`config.mk`:
```
export PLATFORM = sky130hd
export DESIGN_NAME = mlemsp_div
export DESIGN_NICKNAME = d
export VERILOG_FILES = /design/src/mlemsp_pkg.sv /design/src/mlemsp_div.sv
export SDC_FILE = /design/constraint.sdc
export NUM_CORES = 1
export LEC_CHECK = 0
export ABC_AREA = 1
export BUFFER_PORTS_ARGS = -buffer_cell sky130_fd_sc_hd__buf_2
export CAP_MARGIN = 10
export CORE_MARGIN = 4
export CORE_UTILIZATION = 59
export CTS_CLUSTER_SIZE = 8
export DETAILED_ROUTE_END_ITERATION = 10
export PLACE_DENSITY = 0.81
export SETUP_SLACK_MARGIN = 0.5
export SLEW_MARGIN = 20
export SYNTH_ARGS = -nofsm -noshare
export SYNTH_HDL_FRONTEND = slang
export SYNTH_SLANG_ARGS = --single-unit
```
`constraint.sdc`:
```
create_clock -name clk -period 4.1 [get_ports clk]
set_input_delay 0.41 -clock clk [delete_from_list [all_inputs] [get_ports clk]]
set_output_delay 0.41 -clock clk [all_outputs]
set_load 0.05 [all_outputs]
```
`src/mlemsp_pkg.sv`:
```
`default_nettype none
package mlemsp_pkg;

    // command codes
    localparam logic [2:0] CMD_WRITE  = 3'd0;
    localparam logic [2:0] CMD_FWD    = 3'd1;
    localparam logic [2:0] CMD_BACK   = 3'd2;
    localparam logic [2:0] CMD_CLEAR  = 3'd3;
    localparam logic [2:0] CMD_UPDATE = 3'd4;
    localparam logic [2:0] CMD_READ   = 3'd5;

    // result kinds
    localparam logic KIND_ROW   = 1'b0;
    localparam logic KIND_VOXEL = 1'b1;

    localparam logic [31:0] MAX32 = 32'hFFFF_FFFF;
    localparam logic [47:0] MAX48 = 48'hFFFF_FFFF_FFFF;

    typedef enum logic [2:0] {
        ST_CLR,
        ST_IDLE,
        ST_RD,
        ST_MUL,
        ST_EXEC,
        ST_DIV,
        ST_EMIT
    } state_t;

endpackage
`default_nettype wire

```
`src/mlemsp_div.sv`:
```
`default_nettype none
module mlemsp_div (
    input  wire logic        clk,
    input  wire logic        rst_n,
    input  wire logic        start,
    input  wire logic [63:0] num,
    input  wire logic [47:0] den,
    output logic             done,
    output logic [31:0]      quo
);

    logic        busy_reg, busy_next;
    logic [5:0]  cnt_reg, cnt_next;
    logic [48:0] rem_reg, rem_next;
    logic [63:0] q_reg, q_next;
    logic [47:0] den_reg, den_next;
    logic [48:0] rem_sh;
    logic [49:0] diff;

    // one quotient bit per cycle, restoring
    always_comb
    begin
        rem_sh    = {rem_reg[47:0], q_reg[63]};
        diff      = {1'b0, rem_sh} - {2'b0, den_reg};
        busy_next = busy_reg;
        cnt_next  = cnt_reg;
        rem_next  = rem_reg;
        q_next    = q_reg;
        den_next  = den_reg;
        if (start)
        begin
            busy_next = 1'b1;
            cnt_next  = 6'd0;
            rem_next  = 49'd0;
            q_next    = num;
            den_next  = den;
        end
        else if (busy_reg)
        begin
            if (!diff[49])
            begin
                rem_next = diff[48:0];
                q_next   = {q_reg[62:0], 1'b1};
            end
            else
            begin
                rem_next = rem_sh;
                q_next   = {q_reg[62:0], 1'b0};
            end
            cnt_next = cnt_reg + 6'd1;
            if (cnt_reg == 6'd63)
            begin
                busy_next = 1'b0;
            end
        end
    end

    always_ff @(posedge clk or negedge rst_n)
    begin
        if (!rst_n)
        begin
            busy_reg <= 1'b0;
            cnt_reg  <= 6'd0;
        end
        else
        begin
            busy_reg <= busy_next;
            cnt_reg  <= cnt_next;
        end
    end

    always_ff @(posedge clk)
    begin
        rem_reg <= rem_next;
        q_reg   <= q_next;
        den_reg <= den_next;
    end

    // pulse done in the cycle after the last step, saturate the quotient
    logic done_reg;
    always_ff @(posedge clk or negedge rst_n)
    begin
        if (!rst_n)
        begin
            done_reg <= 1'b0;
        end
        else
        begin
            done_reg <= busy_reg && (cnt_reg == 6'd63) && !start;
        end
    end

    assign done = done_reg;
    assign quo  = (|q_reg[63:32]) ? mlemsp_pkg::MAX32 : q_reg[31:0];

endmodule
`default_nettype wire

```
==> out/metrics.yaml, run 1 <==
floorplanning:
  die_area_sq_um: 21800
  coreArea_sq_um: 19000
  ioPinCount: 148
  fp-row-count: 50
  die_h_microns: 148
  die_w_microns: 148
  start_util: 0.606
clock_tree:
  cts.clk_slew.worst_paths_ps: 90
  clock_sinks: 168
  cts.path.max_buffers: 2
  cts_tree: "done"
  post_cts_buffers: 0
  htree_levels: 4
  numCtsBuffers: 17
  cts-root-buf: "clkbuf_16"
  clk_latency_ps: 450
  cts_resized: 0
worst_setup_path:
  cp-start-kind: "flop"
  critPathRequiredTime_ps: 4420
  cp_max_fo: 51
  crit_type: "flop to flop"
  worstPathCellList: "inv_1, ha_1, nand2_1, nor2_1, nand3_1, nand3_1, nand2_1, nand2_1, nand2_4, nand2_4, nand2_1, nand3_1, o21ai_0"
  crit_slowest_cell: "nand2_4"
  crit_family: "simple AND/OR/NAND/NOR gates"
  path_buf_inv: 1
  cp.arrival_ps: 3540
  end_kind: "flop"
  crit_path_frequent_cell: "nand2_1"
  slowest_delay_ps: 680
placement:
  dp_worst_setup_slack_ps: 951
  post_dp_cell_area_sq_um: 12400
  place.gp.congestion: 1.03
  portBuffers: 147
  hpwl_mm: 23.6
grt:
  grt_max_degree: 109
  antenna_found_initial: 1
  grtUsageTotal: 0.287
  grt_pass1_vias: 10273
  grt_overflow: 0
  grt_first_pass_wirelength_mm: 50.3
route:
  vias_per_cell: 5.10
  wirelength_mm: 30.9
  drc_errors: 0
  met2_length_mm: 14.0
  wl_met3_mm: 2.39
  firstDrtPassIters: 8
  drt_iter0_markers: 869
  ant_nets: 0
  routed.top_layer: "met5"
  drt-met1-wl_mm: 14.0
  vias: 10768
  wl_per_cell_microns: 14.7
synthesis:
  ys_seq_area_frac: 0.394
  synthDistinctLibCells: 38
  syn_inst: 1707
  synthArstFlopShare: 0.0476
  ys_top_cells_by_area: "edfxtp_1, nand2_1, inv_1"
  synth_commonest_cells: "nand2_1, inv_1, edfxtp_1, nand3_1, nor2_1"
  synth_top_area_frac: 0.293
  syn_area_per_cell_sq_um: 6.73
  yosys_warnings: 0
  yosys_register_bits: 168
  synth_area_sq_um: 11500
  synth_most_common_cell: "nand2_1"
  synth_nets: 1872
  synth_top_area_cell: "edfxtp_1"
  synth_ff_type: "edfxtp_1"
  synth_edf_count: 112
layout:
  area_delta_synth_final_pct: 13.4
  num-nets-final: 2003
  layout-drive-gt1-share: 0.115
  antennaDiodeCount: 0
  final_cell_area_sq_um: 13000
  largest_reg_flops: 64
power:
  switching_share: 0.451
  p_leak_nw: 7.04
  seq_power_share: 0.302
  power.density_nw_per_um2: 593
  p_sw_mw: 3.49
  power_mw: 7.73
  p_clk_frac: 0.214
  vdd_drop_max_mv: 0.322
  intPower_mw: 4.24
  combinationalPowerShare: 0.484
sta:
  setup_ws_ps: 879
  tightest_slew_ps: 1000
  fin_crit_ps: 3220
  finalSetupViolCount: 0
  fmax_ghz: 0.310
  skew_ps: 19.3
  hold_slack_ps: 134
  fin_crit_sh: 0.786
  hold_viol_final: 0
  drv_slew: 0
  maxSlewHeadroom: 0.326
  rsz0062_at_grt: "false"
  setup_tns_ps: 0
min_path:
  holdCritPathClass: "input pin to flop"
status:
  status: "completed"
job:
  maxCapViolCount: 0
[power by group through the flow]
stage / Combinational (mW) / Sequential, mW / Clock [mW]
2_1_floorplan: 2.86 / 2.30 / 0
3_3_place_gp: 3.59 / 2.35 / 0
3_5_place_dp: 3.66 / 2.36 / 0
4_1_cts: 3.69 / 2.33 / 1.67
5_1_grt: 4.23 / 2.37 / 1.75
6_report: 3.74 / 2.33 / 1.65
[layout make-up]
type                       instances  area, sq um
clock buffer                      17          425
timing repair buffer             155          813
sequential                       168         4520
clock inverter                    15          181
inverter                         348         1310
multi-input combinational       1148         5460
tap                              260          325
fill                            1677         5920
[cell families (layout without fill, tap and decap cells)]
logic type | count (synthesis) | in the layout | synth area share
AND/OR/NAND/NOR | 973 | 973 | 0.353
XOR/XNOR | 23 | 23 | 0.0175
flip-flops | 168 | 168 | 0.394
adder cells (fa/ha/maj) | 50 | 50 | 0.0551
AO/OA/AOI/OAI | 102 | 102 | 0.0481
buffers and inverters | 391 | 535 | 0.132
[layout by cell type (no fill, tap or decap), types with 2 or more instances in the layout]
cell / n
nor4_1: 10
ha_1: 49
inv_1: 344
buf_4: 7
nand2_1: 693
nand2_4: 2
clkbuf_16: 17
nand4_1: 11
nand3b_1: 26
nor3_1: 6
nand3_2: 10
edfxtp_1: 112
a21o_1: 2
o21ai_0: 54
nor2_2: 5
clkinv_8: 6
inv_2: 3
o21bai_1: 6
nand3_1: 110
xnor2_1: 22
a21oi_1: 35
nor2_1: 94
dfrtp_1: 8
inv_6: 5
buf_2: 146
dfxtp_1: 48
and2_1: 2
[per-stage QoR]
| step | utilization | std cells |
|---|---|---|
| floorplan | - | 1707 |
| global placement | 0.655 | 2078 |
| detailed placement | 0.655 | 2078 |
| CTS | 0.688 | 2111 |
| global route | 0.688 | 2111 |
| finish | 0.688 | 2111 |
[metal layers]
metal  vias to the layer above  GRT usage
li1                       5502          -
met1                      4824      0.395
met2                       399      0.467
met3                        41     0.0610
met4                         2     0.0685
met5                         -          0
[path summary, 6_finish.rpt]
kind | depth (start not counted) | from | end | slack (ps)
max | 13 | den_reg[8] | rem_reg[15] | 880
min | 1 | den[43] | den_reg[43] | 130
max reg2reg | 13 | den_reg[8] | rem_reg[15] | 880
min reg2reg | 2 | rem_reg[26] | rem_reg[26] | 470
max in group asynchronous | 2 | rst_n | cnt_reg[1] | 3550
min in group asynchronous | 2 | rst_n | done | 370
[worst register-to-register path, stage by stage (launching register included)]
cell and delay [ps]:
edfxtp_1 340, inv_1 40, ha_1 340, nand2_1 110
nor2_1 210, nand3_1 100, nand3_1 230, nand2_1 80
nand2_1 200, nand2_4 410, nand2_4 680, nand2_1 160
nand3_1 120, o21ai_0 80
[repair_timing]
item	4_1_cts	5_1_grt
setup endpoints to repair	0	0
hold buffers	1	0
endpoints found under the hold margin	8	0
Note: power is estimated with default switching activity, not from simulation.
==> run 2: changes to the inputs <==
--- a/config.mk
+++ b/config.mk
@@ -9,10 +9,10 @@
 export BUFFER_PORTS_ARGS = -buffer_cell sky130_fd_sc_hd__buf_2
 export CAP_MARGIN = 10
 export CORE_MARGIN = 4
-export CORE_UTILIZATION = 59
+export CORE_UTILIZATION = 54
 export CTS_CLUSTER_SIZE = 8
 export DETAILED_ROUTE_END_ITERATION = 10
-export PLACE_DENSITY = 0.81
+export PLACE_DENSITY = 0.78
 export SETUP_SLACK_MARGIN = 0.5
 export SLEW_MARGIN = 20
 export SYNTH_ARGS = -nofsm -noshare
==> constraint.sdc (replaced) <==
create_clock -name clk -period 2.7 [get_ports clk]
set_input_delay 0.27 -clock clk [delete_from_list [all_inputs] [get_ports clk]]
set_output_delay 0.27 -clock clk [all_outputs]
set_load 0.05 [all_outputs]
==> run 2 against run 1 <==
Net effect:
- sequential power increased by 58%
- register-to-register slack got worse by 530 ps
- clock power increased by 52%
- die area increased by 8.7%
- setup slack got worse by 530 ps
- clock skew increased by 1.9 ps
- global-route usage decreased by 0.38 points
- cell count increased by 4.4%
- first-iteration DRC count increased by 15%
- non-clock buffer count increased by 76
- critical endpoint is now rem_reg[4]
- largest cell class unchanged
- highest routed layer unchanged
==> out/metrics.yaml, run 2 (same netlist as run 1, synthesis figures left out) <==
route:
  drt-met1-wl_mm: 15.5  # was 14.0 mm
  met2_length_mm: 16.9  # was 14.0 mm
  wl_per_cell_microns: 16.6  # was 14.7 microns
  vias: 11577  # was 10.8k
  wl_met3_mm: 3.04  # was 2.39 mm
  routed.top_layer: "met5"  # unchanged
  ant_nets: 0  # unchanged
  firstDrtPassIters: 5  # was 8
  vias_per_cell: 5.26  # was 5.10
  wirelength_mm: 36.5  # was 30.9 mm
  drt_iter0_markers: 1000  # was 869
  drc_errors: 0  # unchanged
sta:
  fin_crit_ps: 2350  # was 3220 ps
  hold_viol_final: 0  # unchanged
  tightest_slew_ps: 926  # was 1000 ps
  setup_ws_ps: 350  # was 879 ps
  maxSlewHeadroom: 0.381  # was 0.326
  drv_slew: 0  # unchanged
  fin_crit_sh: 0.870  # was 0.786
  skew_ps: 21.3  # was 19.3 ps
  rsz0062_at_grt: "true"  # was false
  setup_tns_ps: 0  # unchanged
  finalSetupViolCount: 0  # unchanged
  fmax_ghz: 0.426  # was 0.310 GHz
worst_setup_path:
  end_kind: "flop"  # unchanged
  path_buf_inv: 4  # was 1
  slowest_delay_ps: 370  # was 680 ps
  worstPathCellList: "inv_1, ha_4, nand2_4, inv_2, a21oi_4, nor2_1, nor2_1, nand2_2, a21oi_4, buf_6, nand2_8, clkbuf_16, nand2_4, nand3_2, o21ai_1"  # was inv_1, ha_1, nand2_1, nor2_1, nand3_1, nand3_1, nand2_1, nand2_1, nand2_4, nand2_4, nand2_1, nand3_1, o21ai_0
  critPathRequiredTime_ps: 3070  # was 4420 ps
  crit_family: "simple AND/OR/NAND/NOR gates"  # unchanged
  cp_max_fo: 8  # was 51
  cp-start-kind: "flop"  # unchanged
  crit_type: "flop to flop"  # unchanged
  cp.arrival_ps: 2720  # was 3540 ps
  crit_slowest_cell: "edfxtp_1"  # was nand2_4
clock_tree:
  cts.clk_slew.worst_paths_ps: 90  # about the same
  htree_levels: 4  # unchanged
  clk_latency_ps: 450  # about the same
  cts-root-buf: "clkbuf_16"  # unchanged
  cts.path.max_buffers: 2  # unchanged
  cts_tree: "done"  # unchanged
  numCtsBuffers: 17  # unchanged
  clock_sinks: 168  # unchanged
status:
  status: "completed"  # unchanged
layout:
  largest_reg_flops: 64  # unchanged
  num-nets-final: 2079  # was 2,003
  area_delta_synth_final_pct: 33.9  # was 13.4%
  layout_common_cells: "nand2_1, inv_1, buf_2, edfxtp_1, nor2_1"  # was nand2_1, inv_1, buf_2, edfxtp_1, nand3_1
  layout_commonest_cell: "nand2_1"  # unchanged
  layout-drive-gt1-share: 0.255  # was 0.115
  instances_no_fill: 2203  # was 2,111
power:
  power.density_nw_per_um2: 992  # was 593 nW/um^2
  p_sw_mw: 6.98  # was 3.49 mW
  combinationalPowerShare: 0.595  # was 0.484
  p_leak_nw: 7.87  # was 7.04 nW
  intPower_mw: 8.28  # was 4.24 mW
  switching_share: 0.458  # was 0.451
  p_clk_frac: 0.164  # was 0.214
  vdd_drop_max_mv: 0.539  # was 0.322 mV
  seq_power_share: 0.241  # was 0.302
placement:
  portBuffers: 147  # unchanged
  place.gp.congestion: 0.968  # was 1.03
  dp_worst_setup_slack_ps: 275  # was 951 ps
  place_inst: 2105  # was 2,078
  hpwl_mm: 24.8  # was 23.6 mm
grt:
  grt_first_pass_wirelength_mm: 53.6  # was 50.3 mm
  grt_pass1_vias: 10620  # was 10.3k
  grtUsageTotal: 0.283  # was 0.287
  antenna_found_initial: 2  # was 1
  grt_overflow: 0  # unchanged
  grt_max_degree: 101  # was 109
floorplanning:
  die_area_sq_um: 23700  # was 21,800 sq um
  start_util: 0.548  # was 0.606
  die_w_microns: 154  # was 148 microns
  die_h_microns: 154  # was 148 microns
  fp-row-count: 53  # was 50
  coreArea_sq_um: 21000  # was 19,000 sq um
  ioPinCount: 148  # unchanged
min_path:
  holdCritPathClass: "input pin to flop"  # unchanged
job:
  maxCapViolCount: 0  # unchanged
run 2: repair_timing:
action	in CTS	in global routing
gates cloned	3	8
pin swaps	20	93
hold endpoints to repair	28	3
setup endpoints to repair	81	81
buffers inserted	16	14
resized for setup	79	249
hold buffers	21	3
run 2: cell type report:
type	instances	area, sq um
Antenna cell	1	2.50
Clock buffer	17	425
Clock inverter	15	180
Fill cell	1598	5570
Inverter	348	1310
Multi-Input combinational cell	1148	6860
Sequential cell	168	4520
Tap cell	275	344
Timing Repair Buffer	231	1750
run 2: power groups by stage:
stage	Clock (mW)	Sequential, mW	Combinational (mW)
finish	2.51	3.68	9.08
global route	2.64	3.72	9.77
CTS	2.53	3.58	6.72
detailed placement	0	3.57	5.87
global placement	0	3.56	5.79
floorplan	0	3.49	4.35
run 2: per-stage QoR:
stage | hold slack [ps] | power, mW | utilization | instance area [sq um]
5_1_grt | 0.965 | 16.1 | 0.734 | 15400
2_1_floorplan | -25.6 | 7.84 | - | 11500
3_5_place_dp | 124 | 9.44 | 0.600 | 12600
4_1_cts | 0.236 | 12.8 | 0.666 | 14000
6_report | 7.20 | 15.3 | 0.734 | 15400
3_3_place_gp | 121 | 9.35 | 0.600 | 12600
run 2: worst register-to-register path, stage by stage (launching register included):
cell and delay [ps]:
edfxtp_1 370, inv_1 100, ha_4 230, nand2_4 90
inv_2 50, a21oi_4 160, nor2_1 60, nor2_1 180
nand2_2 100, a21oi_4 150, buf_6 170, nand2_8 140
clkbuf_16 240, nand2_4 70, nand3_2 60, o21ai_1 110
run 2: worst paths after layout:
path | depth (start not counted) | endpoint | slack (ps) | from
hold / removal | 1 | den_reg[30] | 7 | den[30]
setup / recovery | 15 | rem_reg[4] | 350 | den_reg[43]
setup reg to reg | 15 | rem_reg[4] | 350 | den_reg[43]
min in group asynchronous | 2 | done | 210 | rst_n
hold reg to reg | 2 | rem_reg[46] | 480 | rem_reg[46]
max in group asynchronous | 2 | cnt_reg[0] | 2320 | rst_n
run 2: layer usage:
metal | up-vias | GRT usage
met5 | - | 0
met3 | 87 | 0.0509
li1 | 5664 | -
met2 | 527 | 0.457
met4 | 2 | 0.0816
met1 | 5297 | 0.393
==> run 3: changes to the inputs <==
--- a/config.mk
+++ b/config.mk
@@ -6,14 +6,13 @@
 export NUM_CORES = 1
 export LEC_CHECK = 0
 export ABC_AREA = 1
-export BUFFER_PORTS_ARGS = -buffer_cell sky130_fd_sc_hd__buf_2
 export CAP_MARGIN = 10
 export CORE_MARGIN = 4
-export CORE_UTILIZATION = 54
+export CORE_UTILIZATION = 53
 export CTS_CLUSTER_SIZE = 8
 export DETAILED_ROUTE_END_ITERATION = 10
-export PLACE_DENSITY = 0.78
-export SETUP_SLACK_MARGIN = 0.5
+export DONT_BUFFER_PORTS = 1
+export PLACE_DENSITY = 0.71
 export SLEW_MARGIN = 20
 export SYNTH_ARGS = -nofsm -noshare
 export SYNTH_HDL_FRONTEND = slang
==> run 3 against run 2 <==
Net effect:
- critical path depth fell by 1
- via count fell by 11%
- cell count fell by 7.4%
- routed wire length fell by 16%
- clock skew fell by 4.9 ps
- first-iteration DRC count fell by 6.1%
- non-clock buffer count fell by 160
- hold slack improved by 2.6 ps
- critical path type unchanged
- critical endpoint is now rem_reg[45]
==> out/metrics.yaml, run 3 (same netlist as run 1, synthesis figures left out) <==
layout:
  instances_no_fill: 2041  # was 2,203
  layout-drive-gt1-share: 0.0419  # was 0.255
  area_delta_synth_final_pct: 12.7  # was 33.9%
  num-nets-final: 1919  # was 2,079
  layout_commonest_cell: "nand2_1"  # unchanged
  layout_common_cells: "nand2_1, inv_1, edfxtp_1, nand3_1, nor2_1"  # was nand2_1, inv_1, buf_2, edfxtp_1, nor2_1
  fillers: 2027  # was 1,598
  largest_reg_flops: 64  # unchanged
  antennaDiodeCount: 0  # was 1
worst_setup_path:
  cp_max_fo: 21  # was 8
  crit_type: "flop to flop"  # unchanged
  cp.arrival_ps: 2860  # was 2720 ps
  critPathRequiredTime_ps: 3030  # was 3070 ps
  cp-start-kind: "flop"  # unchanged
  end_kind: "flop"  # unchanged
power:
  p_sw_mw: 5.19  # was 6.98 mW
  switching_share: 0.442  # was 0.458
  p_clk_frac: 0.207  # was 0.164
  seq_power_share: 0.302  # was 0.241
  intPower_mw: 6.55  # was 8.28 mW
  p_leak_nw: 6.80  # was 7.87 nW
  power.density_nw_per_um2: 906  # was 992 nW/um^2
  vdd_drop_max_mv: 0.507  # was 0.539 mV
  combinationalPowerShare: 0.492  # was 0.595
clock_tree:
  cts.clk_slew.worst_paths_ps: 80  # was 90 ps
  numCtsBuffers: 17  # unchanged
  cts.path.max_buffers: 2  # unchanged
  clock_sinks: 168  # unchanged
  clk_latency_ps: 440  # was 450 ps
  cts_tree: "done"  # unchanged
  htree_levels: 4  # unchanged
  cts-root-buf: "clkbuf_16"  # unchanged
  cts_resized: 0  # was 79
sta:
  fmax_ghz: 0.395  # was 0.426 GHz
  skew_ps: 16.3  # was 21.3 ps
  drv_slew: 0  # unchanged
  fin_crit_sh: 0.938  # was 0.870
  setup_tns_ps: 0  # unchanged
  rsz0062_at_grt: "false"  # was true
  setup_ws_ps: 168  # was 350 ps
  tightest_slew_ps: 611  # was 926 ps
  fin_crit_ps: 2530  # was 2350 ps
  finalSetupViolCount: 0  # unchanged
  maxSlewHeadroom: 0.592  # was 0.381
  hold_viol_final: 0  # unchanged
route:
  wirelength_mm: 30.5  # was 36.5 mm
  vias: 10308  # was 11.6k
  wl_per_cell_microns: 15.0  # was 16.6 microns
  drc_errors: 0  # unchanged
  ant_nets: 0  # unchanged
  vias_per_cell: 5.05  # was 5.26
  firstDrtPassIters: 6  # was 5
  drt_iter0_markers: 939  # was 1,000
placement:
  dp_worst_setup_slack_ps: 213  # was 275 ps
  place.gp.congestion: 0.988  # was 0.968
  place_inst: 1955  # was 2,105
  hpwl_mm: 22.8  # was 24.8 mm
  portBuffers: 0  # was 147
floorplanning:
  coreArea_sq_um: 21200  # was 21,000 sq um
  die_w_microns: 155  # was 154 microns
  ioPinCount: 148  # unchanged
  fp-row-count: 53  # unchanged
  die_h_microns: 155  # was 154 microns
  die_area_sq_um: 24100  # was 23,700 sq um
  start_util: 0.543  # was 0.548
status:
  status: "completed"  # unchanged
grt:
  grt_max_degree: 101  # unchanged
  antenna_found_initial: 0  # was 2
  grtUsageTotal: 0.256  # was 0.283
  grt_overflow: 0  # unchanged
  grt_first_pass_wirelength_mm: 49.3  # was 53.6 mm
  grt_pass1_vias: 9900  # was 10.6k
job:
  maxCapViolCount: 0  # unchanged
min_path:
  holdCritPathClass: "input pin to flop"  # unchanged
-- run 3: power groups by stage --
| stage | clock [mW] | combinational [mW] | sequential (mW) |
|---|---|---|---|
| final | 2.43 | 5.77 | 3.54 |
| after global routing | 2.58 | 6.55 | 3.59 |
| after CTS | 2.47 | 5.71 | 3.54 |
| after detailed placement | 0 | 5.59 | 3.58 |
| after global placement | 0 | 5.53 | 3.57 |
| after floorplan | 0 | 4.35 | 3.49 |
-- run 3: cell type report --
class | instances | area (sq um) | share of cell area
Clock buffer | 17 | 425 | 0.0329
Clock inverter | 14 | 150 | 0.0116
Inverter | 348 | 1310 | 0.101
Multi-Input combinational cell | 1148 | 5460 | 0.422
Sequential cell | 168 | 4520 | 0.349
Tap cell | 275 | 344 | 0.0266
Timing Repair Buffer | 71 | 738 | 0.0570
-- run 3: final timing paths --
kind / cells after the start / from / slack (ps) / end
min in group asynchronous: 1 / rst_n / 190 / busy_reg
setup / recovery: 14 / den_reg[8] / 170 / rem_reg[45]
hold reg to reg: 2 / rem_reg[24] / 470 / rem_reg[24]
hold / removal: 2 / num[56] / 10 / q_reg[56]
max in group asynchronous: 1 / rst_n / 2210 / done
setup reg to reg: 14 / den_reg[8] / 170 / rem_reg[45]
-- run 3: stage by stage --
stage	hold slack [ps]	utilization	area (sq um)	total power, mW
after floorplan	-25.6	-	11500	7.84
after global routing	0.859	0.612	12900	12.7
after global placement	-24.9	0.558	11800	9.10
after CTS	0.701	0.612	12900	11.7
final	9.81	0.612	12900	11.7
after detailed placement	-25.0	0.558	11800	9.17
-- run 3: timing repair --
action | CTS | global route
setup buffers | 0 | 0
hold buffers | 55 | 0
hold endpoints to repair | 106 | 0
-- run 3: routing by layer --
metal	global-route usage	vias to the layer above	part of all wire
met2	0.408	343	0.45
met4	0.0604	0	0.017
met1	0.363	4600	0.46
met5	0	-	0
li1	-	5331	-
met3	0.0523	34	0.073
-- run 3: critical path: stages, from the launching register on --
cell,delay [ps]
edfxtp_1,320
inv_1,40
ha_1,360
nand2_1,120
nor2_1,260
nand3_1,160
nand3_1,150
nand2_1,60
nand2_1,180
nand2_4,90
nand2_4,220
buf_12,210
nand3_2,100
nand2_1,80
nand2_1,50
